===== src/rtl/rmv_pkg.sv =====
`default_nettype none
package rmv_pkg;

  localparam int DW = 27;
  localparam int DVW = 12;
  localparam int CFG_IW = 3;
  localparam int CFG_DW = 16;

  localparam logic [CFG_IW-1:0] CFG_ZERO_CROSS  = 3'd0;
  localparam logic [CFG_IW-1:0] CFG_SENSOR_MAX  = 3'd1;
  localparam logic [CFG_IW-1:0] CFG_SENSOR_MIN  = 3'd2;
  localparam logic [CFG_IW-1:0] CFG_MOTOR_MAX   = 3'd3;
  localparam logic [CFG_IW-1:0] CFG_SAMPLE_RATE = 3'd4;
  localparam logic [CFG_IW-1:0] CFG_PULSES_REV  = 3'd5;

  localparam logic OP_PULSE = 1'b0;
  localparam logic OP_TICK  = 1'b1;

  localparam logic [15:0] TALLY_MAX = 16'hFFFF;
  localparam logic [14:0] SPEED_MAX = 15'd32767;
  localparam logic [9:0] RPM_SCALE = 10'd960;

  typedef struct packed {
    logic        operation;
    logic [11:0] motor_sense_mv;
    logic [11:0] gen_sense_mv;
  } in_item_t;

  typedef struct packed {
    logic signed [15:0] motor_avg_mv;
    logic signed [15:0] gen_avg_mv;
    logic [11:0]        motor_raw_mv;
    logic [11:0]        gen_raw_mv;
    logic [14:0]        speed_avg_hz;
    logic [24:0]        rpm_avg_x16;
  } out_item_t;

  typedef struct packed {
    logic [11:0] zero_cross_mv;
    logic [11:0] sensor_max_mv;
    logic [11:0] sensor_min_mv;
    logic [14:0] motor_max_mv;
    logic [15:0] sample_rate_hz;
    logic [7:0]  rev_pulses;
  } cfg_t;

  typedef struct packed {
    logic [15:0] tally;
    logic [11:0] motor_mv;
    logic [11:0] gen_mv;
  } tick_t;

  typedef enum logic [3:0] {
    S_IDLE, S_MOT, S_MOT_W, S_GEN, S_GEN_W, S_UPD, S_MAVG, S_MAVG_W,
    S_GAVG, S_GAVG_W, S_SAVG, S_SAVG_W, S_RPM, S_RPM_W, S_DONE
  } back_state_t;

endpackage
`default_nettype wire


===== src/rtl/rmv_queue.sv =====
`default_nettype none
module rmv_queue (
  input  wire logic          clk,
  input  wire logic          rst,
  input  wire logic          push,
  input  wire rmv_pkg::tick_t push_data,
  output logic               full,
  output logic               pop_valid,
  input  wire logic          pop,
  output rmv_pkg::tick_t     pop_data
);
  import rmv_pkg::*;

  tick_t entries [2];
  logic wp;
  logic rp;
  logic [1:0] cnt;
  logic do_push;
  logic do_pop;

  assign full = (cnt == 2'd2);
  assign pop_valid = (cnt != 2'd0);
  assign pop_data = entries[rp];
  assign do_push = push && !full;
  assign do_pop = pop && pop_valid;

  always_ff @(posedge clk) begin
    if (do_push) begin
      entries[wp] <= push_data;
    end
  end

  always_ff @(posedge clk) begin
    if (rst) begin
      wp <= 1'b0;
      rp <= 1'b0;
      cnt <= 2'd0;
    end else begin
      if (do_push) begin
        wp <= ~wp;
      end
      if (do_pop) begin
        rp <= ~rp;
      end
      case ({do_push, do_pop})
        2'b10: cnt <= cnt + 2'd1;
        2'b01: cnt <= cnt - 2'd1;
        default: cnt <= cnt;
      endcase
    end
  end
endmodule
`default_nettype wire


===== src/rtl/rmv_front.sv =====
`default_nettype none
module rmv_front (
  input  wire logic             clk,
  input  wire logic             rst,
  input  wire logic             in_valid,
  output logic                  in_stall,
  input  wire rmv_pkg::in_item_t in_item,
  input  wire logic             q_full,
  output logic                  q_push,
  output rmv_pkg::tick_t        q_data
);
  import rmv_pkg::*;

  logic [15:0] tally;
  logic accepted;

  assign in_stall = q_full;
  assign accepted = in_valid && !in_stall;
  assign q_push = accepted && (in_item.operation == OP_TICK);
  assign q_data = '{tally: tally, motor_mv: in_item.motor_sense_mv,
                    gen_mv: in_item.gen_sense_mv};

  always_ff @(posedge clk) begin
    if (rst) begin
      tally <= '0;
    end else if (accepted) begin
      if (in_item.operation == OP_TICK) begin
        tally <= '0;
      end else if (tally != TALLY_MAX) begin
        tally <= tally + 16'd1;
      end
    end
  end
endmodule
`default_nettype wire


===== src/rtl/rmv_div.sv =====
`default_nettype none
module rmv_div (
  input  wire logic                     clk,
  input  wire logic                     rst,
  input  wire logic                     start,
  input  wire logic [rmv_pkg::DW-1:0]   dividend,
  input  wire logic [rmv_pkg::DVW-1:0]  divisor,
  output logic                          busy,
  output logic [rmv_pkg::DW-1:0]        quotient
);
  import rmv_pkg::*;

  localparam int CW = $clog2(DW + 1);

  logic [DVW-1:0] rem;
  logic [DVW-1:0] dvs;
  logic [CW-1:0] cnt;
  logic [DVW:0] shifted;
  logic take;

  assign shifted = {rem, quotient[DW-1]};
  assign take = (shifted >= {1'b0, dvs});

  always_ff @(posedge clk) begin
    if (start) begin
      rem <= '0;
      dvs <= divisor;
      quotient <= dividend;
    end else if (busy) begin
      rem <= take ? DVW'(shifted - {1'b0, dvs}) : shifted[DVW-1:0];
      quotient <= {quotient[DW-2:0], take};
    end
  end

  always_ff @(posedge clk) begin
    if (rst) begin
      busy <= 1'b0;
      cnt <= '0;
    end else if (start) begin
      busy <= 1'b1;
      cnt <= CW'(DW);
    end else if (busy) begin
      cnt <= cnt - CW'(1);
      if (cnt == CW'(1)) begin
        busy <= 1'b0;
      end
    end
  end
endmodule
`default_nettype wire


===== src/rtl/rmv_back.sv =====
`default_nettype none
module rmv_back #(
  parameter int WINDOW = 8
) (
  input  wire logic               clk,
  input  wire logic               rst,
  input  wire rmv_pkg::cfg_t      cfg,
  input  wire logic               q_valid,
  input  wire rmv_pkg::tick_t     q_data,
  output logic                    q_pop,
  output logic                    out_valid,
  input  wire logic               out_stall,
  output rmv_pkg::out_item_t      out_item
);
  import rmv_pkg::*;

  localparam int SLOTW = (WINDOW > 1) ? $clog2(WINDOW) : 1;
  localparam int FW = $clog2(WINDOW + 1);
  localparam int SUMW = 17 + $clog2(WINDOW);
  localparam int SSW = 16 + $clog2(WINDOW);

  back_state_t state;
  back_state_t state_next;

  tick_t ent;
  logic [SLOTW-1:0] slot;
  logic [FW-1:0] fill;
  logic signed [SUMW-1:0] mtot;
  logic signed [SUMW-1:0] gtot;
  logic [SSW-1:0] stot;
  logic signed [15:0] mring [WINDOW];
  logic signed [15:0] gring [WINDOW];
  logic [14:0] sring [WINDOW];
  logic signed [15:0] rd_m;
  logic signed [15:0] rd_g;
  logic [14:0] rd_s;
  logic signed [15:0] mv;
  logic signed [15:0] gv;
  logic [14:0] speed;
  logic msgn;
  logic mzero;
  logic mdz;
  logic signed [15:0] mavg;
  logic signed [15:0] gavg;
  logic [14:0] savg;
  logic [24:0] rpm;

  logic div_start;
  logic div_busy;
  logic [DW-1:0] div_dividend;
  logic [DVW-1:0] div_divisor;
  logic [DW-1:0] quo;

  logic [11:0] rd_sel;
  logic pos;
  logic [11:0] mag;
  logic signed [12:0] den;
  logic [11:0] dmag;
  logic [31:0] sprod;
  logic full;
  logic signed [15:0] old_m;
  logic signed [15:0] old_g;
  logic [14:0] old_s;
  logic [SUMW-1:0] mabs;
  logic [SUMW-1:0] gabs;
  logic signed [15:0] map_val;
  logic out_free;

  function automatic logic signed [15:0] map_finish(
    input logic [DW-1:0] q, input logic [14:0] lim,
    input logic sgn, input logic zero, input logic dz);
    logic [14:0] m;
    if (zero) begin
      m = '0;
    end else if (dz || (q > DW'(lim))) begin
      m = lim;
    end else begin
      m = q[14:0];
    end
    return sgn ? -$signed({1'b0, m}) : $signed({1'b0, m});
  endfunction

  rmv_div u_div (
    .clk(clk), .rst(rst), .start(div_start), .dividend(div_dividend),
    .divisor(div_divisor), .busy(div_busy), .quotient(quo)
  );

  assign rd_sel = (state == S_GEN) ? ent.gen_mv : ent.motor_mv;
  assign pos = (rd_sel >= cfg.zero_cross_mv);
  assign mag = pos ? (rd_sel - cfg.zero_cross_mv) : (cfg.zero_cross_mv - rd_sel);
  assign den = pos ? ($signed({1'b0, cfg.sensor_max_mv}) - $signed({1'b0, cfg.zero_cross_mv}))
                   : ($signed({1'b0, cfg.zero_cross_mv}) - $signed({1'b0, cfg.sensor_min_mv}));
  assign dmag = den[12] ? 12'(-den) : den[11:0];
  assign sprod = 32'(ent.tally) * 32'(cfg.sample_rate_hz);
  assign full = (fill == FW'(WINDOW));
  assign old_m = full ? rd_m : 16'sd0;
  assign old_g = full ? rd_g : 16'sd0;
  assign old_s = full ? rd_s : 15'd0;
  assign mabs = mtot[SUMW-1] ? SUMW'(-mtot) : SUMW'(mtot);
  assign gabs = gtot[SUMW-1] ? SUMW'(-gtot) : SUMW'(gtot);
  assign map_val = map_finish(quo, cfg.motor_max_mv, msgn, mzero, mdz);
  assign out_free = !out_valid || !out_stall;

  always_comb begin
    state_next = state;
    unique case (state)
      S_IDLE:   if (q_valid) state_next = S_MOT;
      S_MOT:    state_next = S_MOT_W;
      S_MOT_W:  if (!div_busy) state_next = S_GEN;
      S_GEN:    state_next = S_GEN_W;
      S_GEN_W:  if (!div_busy) state_next = S_UPD;
      S_UPD:    state_next = S_MAVG;
      S_MAVG:   state_next = S_MAVG_W;
      S_MAVG_W: if (!div_busy) state_next = S_GAVG;
      S_GAVG:   state_next = S_GAVG_W;
      S_GAVG_W: if (!div_busy) state_next = S_SAVG;
      S_SAVG:   state_next = S_SAVG_W;
      S_SAVG_W: if (!div_busy) state_next = S_RPM;
      S_RPM:    state_next = S_RPM_W;
      S_RPM_W:  if (!div_busy) state_next = S_DONE;
      S_DONE:   if (out_free) state_next = S_IDLE;
      default:  state_next = S_IDLE;
    endcase
  end

  always_comb begin
    q_pop = 1'b0;
    div_start = 1'b0;
    div_dividend = '0;
    div_divisor = '0;
    unique case (state)
      S_IDLE: q_pop = q_valid;
      S_MOT, S_GEN: begin
        div_start = 1'b1;
        div_dividend = DW'(mag) * DW'(cfg.motor_max_mv);
        div_divisor = dmag;
      end
      S_MAVG: begin
        div_start = 1'b1;
        div_dividend = DW'(mabs);
        div_divisor = DVW'(fill);
      end
      S_GAVG: begin
        div_start = 1'b1;
        div_dividend = DW'(gabs);
        div_divisor = DVW'(fill);
      end
      S_SAVG: begin
        div_start = 1'b1;
        div_dividend = DW'(stot);
        div_divisor = DVW'(fill);
      end
      S_RPM: begin
        div_start = 1'b1;
        div_dividend = DW'(savg) * DW'(RPM_SCALE);
        div_divisor = (cfg.rev_pulses == 8'd0) ? DVW'(1) : DVW'(cfg.rev_pulses);
      end
      default: begin
      end
    endcase
  end

  always_ff @(posedge clk) begin
    if (state == S_IDLE && q_valid) begin
      rd_m <= mring[slot];
      rd_g <= gring[slot];
      rd_s <= sring[slot];
    end
    if (state == S_UPD) begin
      mring[slot] <= mv;
      gring[slot] <= gv;
      sring[slot] <= speed;
    end
  end

  always_ff @(posedge clk) begin
    if (state == S_IDLE && q_valid) begin
      ent <= q_data;
    end
    if (state == S_MOT || state == S_GEN) begin
      mzero <= (mag == 12'd0);
      mdz <= (den == 13'sd0);
      msgn <= (den == 13'sd0) ? !pos : (!pos ^ den[12]);
    end
    if (state == S_MOT) begin
      speed <= (sprod > 32'(SPEED_MAX)) ? SPEED_MAX : sprod[14:0];
    end
    if (state == S_MOT_W && !div_busy) begin
      mv <= map_val;
    end
    if (state == S_GEN_W && !div_busy) begin
      gv <= map_val;
    end
    if (state == S_MAVG_W && !div_busy) begin
      mavg <= mtot[SUMW-1] ? -$signed(quo[15:0]) : $signed(quo[15:0]);
    end
    if (state == S_GAVG_W && !div_busy) begin
      gavg <= gtot[SUMW-1] ? -$signed(quo[15:0]) : $signed(quo[15:0]);
    end
    if (state == S_SAVG_W && !div_busy) begin
      savg <= quo[14:0];
    end
    if (state == S_RPM_W && !div_busy) begin
      rpm <= quo[24:0];
    end
    if (state == S_DONE && out_free) begin
      out_item <= '{motor_avg_mv: mavg, gen_avg_mv: gavg,
                    motor_raw_mv: ent.motor_mv, gen_raw_mv: ent.gen_mv,
                    speed_avg_hz: savg, rpm_avg_x16: rpm};
    end
  end

  always_ff @(posedge clk) begin
    if (rst) begin
      state <= S_IDLE;
      slot <= '0;
      fill <= '0;
      mtot <= '0;
      gtot <= '0;
      stot <= '0;
      out_valid <= 1'b0;
    end else begin
      state <= state_next;
      if (state == S_UPD) begin
        mtot <= mtot + SUMW'(mv) - SUMW'(old_m);
        gtot <= gtot + SUMW'(gv) - SUMW'(old_g);
        stot <= stot + SSW'(speed) - SSW'(old_s);
        if (!full) begin
          fill <= fill + FW'(1);
        end
        slot <= (slot == SLOTW'(WINDOW - 1)) ? '0 : slot + SLOTW'(1);
      end
      if (state == S_DONE && out_free) begin
        out_valid <= 1'b1;
      end else if (!out_stall) begin
        out_valid <= 1'b0;
      end
    end
  end
endmodule
`default_nettype wire


===== src/rtl/motor_voltage_speed_averager.sv =====
`default_nettype none
// Motor voltage and speed averager. Speed pulse items only bump a saturating
// tally; a sample tick item is queued (two deep) and produces one result:
// six divisions run one after another on a single shared radix-2 divider,
// each one a start state, then a wait state over the divider's 27 steps (two
// voltage mappings, three window averages, rpm), plus a fetch, an update and
// an emit state. A new tick is fetched only once the previous result has been
// emitted, and pulses keep being accepted while the queue has room. Ring
// windows start empty after reset with no clearing pass; the average divides
// by the number of ticks seen until the window is full. Configuration writes
// are always accepted and should only be made while no tick is in flight.
module motor_voltage_speed_averager #(
  parameter int WINDOW = 8
) (
  input  wire logic                         clk,
  input  wire logic                         rst,
  input  wire logic                         in_valid,
  output logic                              in_stall,
  input  wire rmv_pkg::in_item_t            in_item,
  output logic                              out_valid,
  input  wire logic                         out_stall,
  output rmv_pkg::out_item_t                out_item,
  input  wire logic                         cfg_valid,
  output logic                              cfg_ready,
  input  wire logic [rmv_pkg::CFG_IW-1:0]   cfg_index,
  input  wire logic [rmv_pkg::CFG_DW-1:0]   cfg_data
);
  import rmv_pkg::*;

  cfg_t cfg;
  logic q_full;
  logic q_push;
  tick_t q_in;
  logic q_valid;
  logic q_pop;
  tick_t q_out;

  assign cfg_ready = 1'b1;

  always_ff @(posedge clk) begin
    if (rst) begin
      cfg <= '{zero_cross_mv: 12'd1650, sensor_max_mv: 12'd3300,
               sensor_min_mv: 12'd0, motor_max_mv: 15'd24000,
               sample_rate_hz: 16'd100, rev_pulses: 8'd1};
    end else if (cfg_valid && cfg_ready) begin
      unique case (cfg_index)
        CFG_ZERO_CROSS:  cfg.zero_cross_mv <= cfg_data[11:0];
        CFG_SENSOR_MAX:  cfg.sensor_max_mv <= cfg_data[11:0];
        CFG_SENSOR_MIN:  cfg.sensor_min_mv <= cfg_data[11:0];
        CFG_MOTOR_MAX:   cfg.motor_max_mv <= cfg_data[14:0];
        CFG_SAMPLE_RATE: cfg.sample_rate_hz <= cfg_data;
        CFG_PULSES_REV:  cfg.rev_pulses <= cfg_data[7:0];
        default: begin
        end
      endcase
    end
  end

  rmv_front u_front (
    .clk(clk), .rst(rst), .in_valid(in_valid), .in_stall(in_stall),
    .in_item(in_item), .q_full(q_full), .q_push(q_push), .q_data(q_in)
  );

  rmv_queue u_queue (
    .clk(clk), .rst(rst), .push(q_push), .push_data(q_in), .full(q_full),
    .pop_valid(q_valid), .pop(q_pop), .pop_data(q_out)
  );

  rmv_back #(.WINDOW(WINDOW)) u_back (
    .clk(clk), .rst(rst), .cfg(cfg), .q_valid(q_valid), .q_data(q_out),
    .q_pop(q_pop), .out_valid(out_valid), .out_stall(out_stall),
    .out_item(out_item)
  );
endmodule
`default_nettype wire


===== config.mk =====
export PLATFORM = sky130hd
export DESIGN_NAME = motor_voltage_speed_averager
export DESIGN_NICKNAME = d
export VERILOG_FILES = /design/src/rtl/rmv_pkg.sv /design/src/rtl/rmv_queue.sv /design/src/rtl/rmv_front.sv /design/src/rtl/rmv_div.sv /design/src/rtl/rmv_back.sv /design/src/rtl/motor_voltage_speed_averager.sv
export SDC_FILE = /design/constraint.sdc
export NUM_CORES = 2
export LEC_CHECK = 0
export BUFFER_PORTS_ARGS = -buffer_cell sky130_fd_sc_hd__buf_2
export CAP_MARGIN = 20
export CORE_MARGIN = 5
export CORE_UTILIZATION = 40
export CTS_BUF_LIST = sky130_fd_sc_hd__clkbuf_16
export CTS_CLUSTER_DIAMETER = 120
export CTS_CLUSTER_SIZE = 25
export DETAILED_ROUTE_END_ITERATION = 6
export PLACE_DENSITY = 0.62
export SETUP_SLACK_MARGIN = 0.02
export SKIP_CTS_REPAIR_TIMING = 1
export SYNTH_ARGS = -nofsm -noshare
export SYNTH_HDL_FRONTEND = slang
export SYNTH_HIERARCHICAL = 1
export SYNTH_SLANG_ARGS = --single-unit

===== constraint.sdc =====
create_clock -name clk -period 23.3 [get_ports clk]
set_clock_uncertainty 0.05 [all_clocks]
set_input_delay 6.99 -clock clk [delete_from_list [all_inputs] [get_ports clk]]
set_output_delay 6.99 -clock clk [all_outputs]
set_load 0.01 [all_outputs]

==> qor.csv <==
metric;value;unit
status;finished with violations;
failing checks;DRC;
crit path time final;10660;ps
sequential element share of the synthesized area;0.452;
crit share post-route;0.458;
cell with the most instances after synthesis;edfxtp_1;
die height;402;microns
Clock Latency Late Sink;730;ps
first drt pass iteration count;7;
vias per inst;5.41;
WP data required;23720;ps
worst-path fanout max;17;
total track usage;0.197;
Num CTS Buffers;48;
die area;161000;sq um
Yosys top cell area share;0.391;
ratio of cells with drive above 1 in the final layout;0.0743;
Final Max Tran Viols;0;
Slew headroom;0.157;
Max Buffers Root-to-Sink;3;
clk sinks;985;
H-tree depth;2;
worst hold path type;reg2reg;
Most used DFF post-synth;edfxtp_1;
Starting Density;0.403;
Cell Area, Synth;61400;sq um
Synth area leader;edfxtp_1;
final hold violations;0;
setup_tns;0;ps
Yosys cell types;108;
Root Driver;clkbuf_16;
per-cell routed wire length;21.5;microns
Worst path max stage delay;730;ps
EDFF count, synth;800;
CTS tree;done;
mean post-synth cell area;11.2;sq um
setup violators final;0;
RSZ-0062 raised after global routing;false;
CP arrival;11080;ps
Max Clock Freq;93.8;MHz
Routed WL;162;mm
Die W;402;microns
initial antenna violation count;12;
Final Wtd Congestion;0.932;
synthesized netlist cell count;5478;
Area Overhead vs Synth;6.97;%
vias;40854;
max-capacitance violation count;0;
DRT antenna net count;0;
top cells by area, synth;edfxtp_1 39%, fa_1 13%, ha_1 6.9%;
WS Path Type;reg2reg;
CP bufs+invs;4;
slew of the pin with the lowest slew margin;1250;ps
FILL cells;14313;
syn nets;6273;
first-pass GRT wire length;249;mm
ys async rst share;0;
Core Box Area;152000;sq um
io pins;148;
Rows;143;
drt drc;2;
vias in the first global route;40695;
total congestion overflow;0;
pin count of the biggest net entering global routing;118;
Commonest cells post-synth;800 x edfxtp_1, 723 x inv_1, 554 x nand2_1;
CP startpoint kind;register;
Slowest-stage cell, CP;dfxtp_1;
synth warn;6;
cell mode on critical path;fa_1;
NumNets Final;6275;
initial DRC count;3328;
CTS clk-pin slew, worst paths;100;ps
hpwl dp;114;mm
cell family with most CP delay;adder cells;
# port buffers;146;
Worst Setup End Kind;register;
number of synthesized register bits;985;
cell families after synthesis:
logic type	count (synthesis)	share of synthesized area
compound gates	851	0.0954
buf+inv	982	0.0629
simple gates	1477	0.120
other cells	1	0.0000611
xor+xnor	240	0.0342
fa+ha+maj	746	0.202
mux	196	0.0337
flops	985	0.452
metal layers:
layer	track usage	share of wire	up-vias	routed length, microns
met5	0	0	-	0
met4	0.0503	0.027	0	4400
met3	0.0256	0.066	210	10700
met2	0.325	0.47	1307	75900
met1	0.277	0.44	20496	71500
li1	-	-	18841	-
sequential cells by signal, summed over array words and instances, names as in the netlist, 19 cells and up, named ones only:
register / flops
u_back/mtot: 20
u_back/gring: 128
u_back/sring: 120
u_back/u_div/quotient: 27
cfg: 75
u_back/mring: 128
u_queue/entries: 80
u_back/out_item: 96
u_back/ent: 40
u_back/rpm: 25
u_back/stot: 19
u_back/gtot: 20
final timing paths:
kind / startpoint / end / slack (ps) / cells after the start
max: u_back/state[0]$_SDFFE_PP0P_ / u_back/u_div/quotient[21]$_DFFE_PP_ / 12640 / 35
min reg2reg: u_back/mavg[5]$_DFFE_PP_ / u_back/out_item[85]$_DFFE_PP_ / 370 / 0
max reg2reg: u_back/state[0]$_SDFFE_PP0P_ / u_back/u_div/quotient[21]$_DFFE_PP_ / 12640 / 35
min: u_back/mavg[5]$_DFFE_PP_ / u_back/out_item[85]$_DFFE_PP_ / 370 / 0
metrics by stage:
stage	instances	setup slack (ps)	hold WS (ps)	area (sq um)	utilization
after floorplan	5478	11020	350	61400	-
after global placement	7460	12860	355	64200	0.421
after detailed placement	7460	12740	355	64200	0.421
after CTS	7546	12680	376	65700	0.431
after global routing	7547	12040	383	65700	0.431
final	7549	12640	374	65700	0.431
layout by cell type, fill, tap and decap left out, drive strengths merged, types with 32 or more instances in the layout:
cell type and n:
nand4 76, nand3 84, xnor2 169, a21oi 188
a22oi 193, xor2 71, nand2b 101, ha 337
edfxtp 800, a21o 63, nand2 556, clkbuf 48
o21ai 125, and2 210, a31oi 32, mux2i 109
inv 755, nor2 196, nor3 85, fa 409
dfxtp 185, buf 207, mux2 87
cell type report:
cell class              instances  area (sq um)  share of cell area
multi-input cells            3511         29900               0.456
flip-flops and latches        985         27700               0.422
clock buffers                  48          1200              0.0183
inverters                     727          2730              0.0416
diodes                          3          7.51            0.000114
well taps                    2030          2540              0.0387
repair buffers                207          1210              0.0184
clock inverters                38           300             0.00457
Power is left out: the tool's default activity adds up to more than one toggle a clock period on the data nets, which glitch-free logic cannot reach.
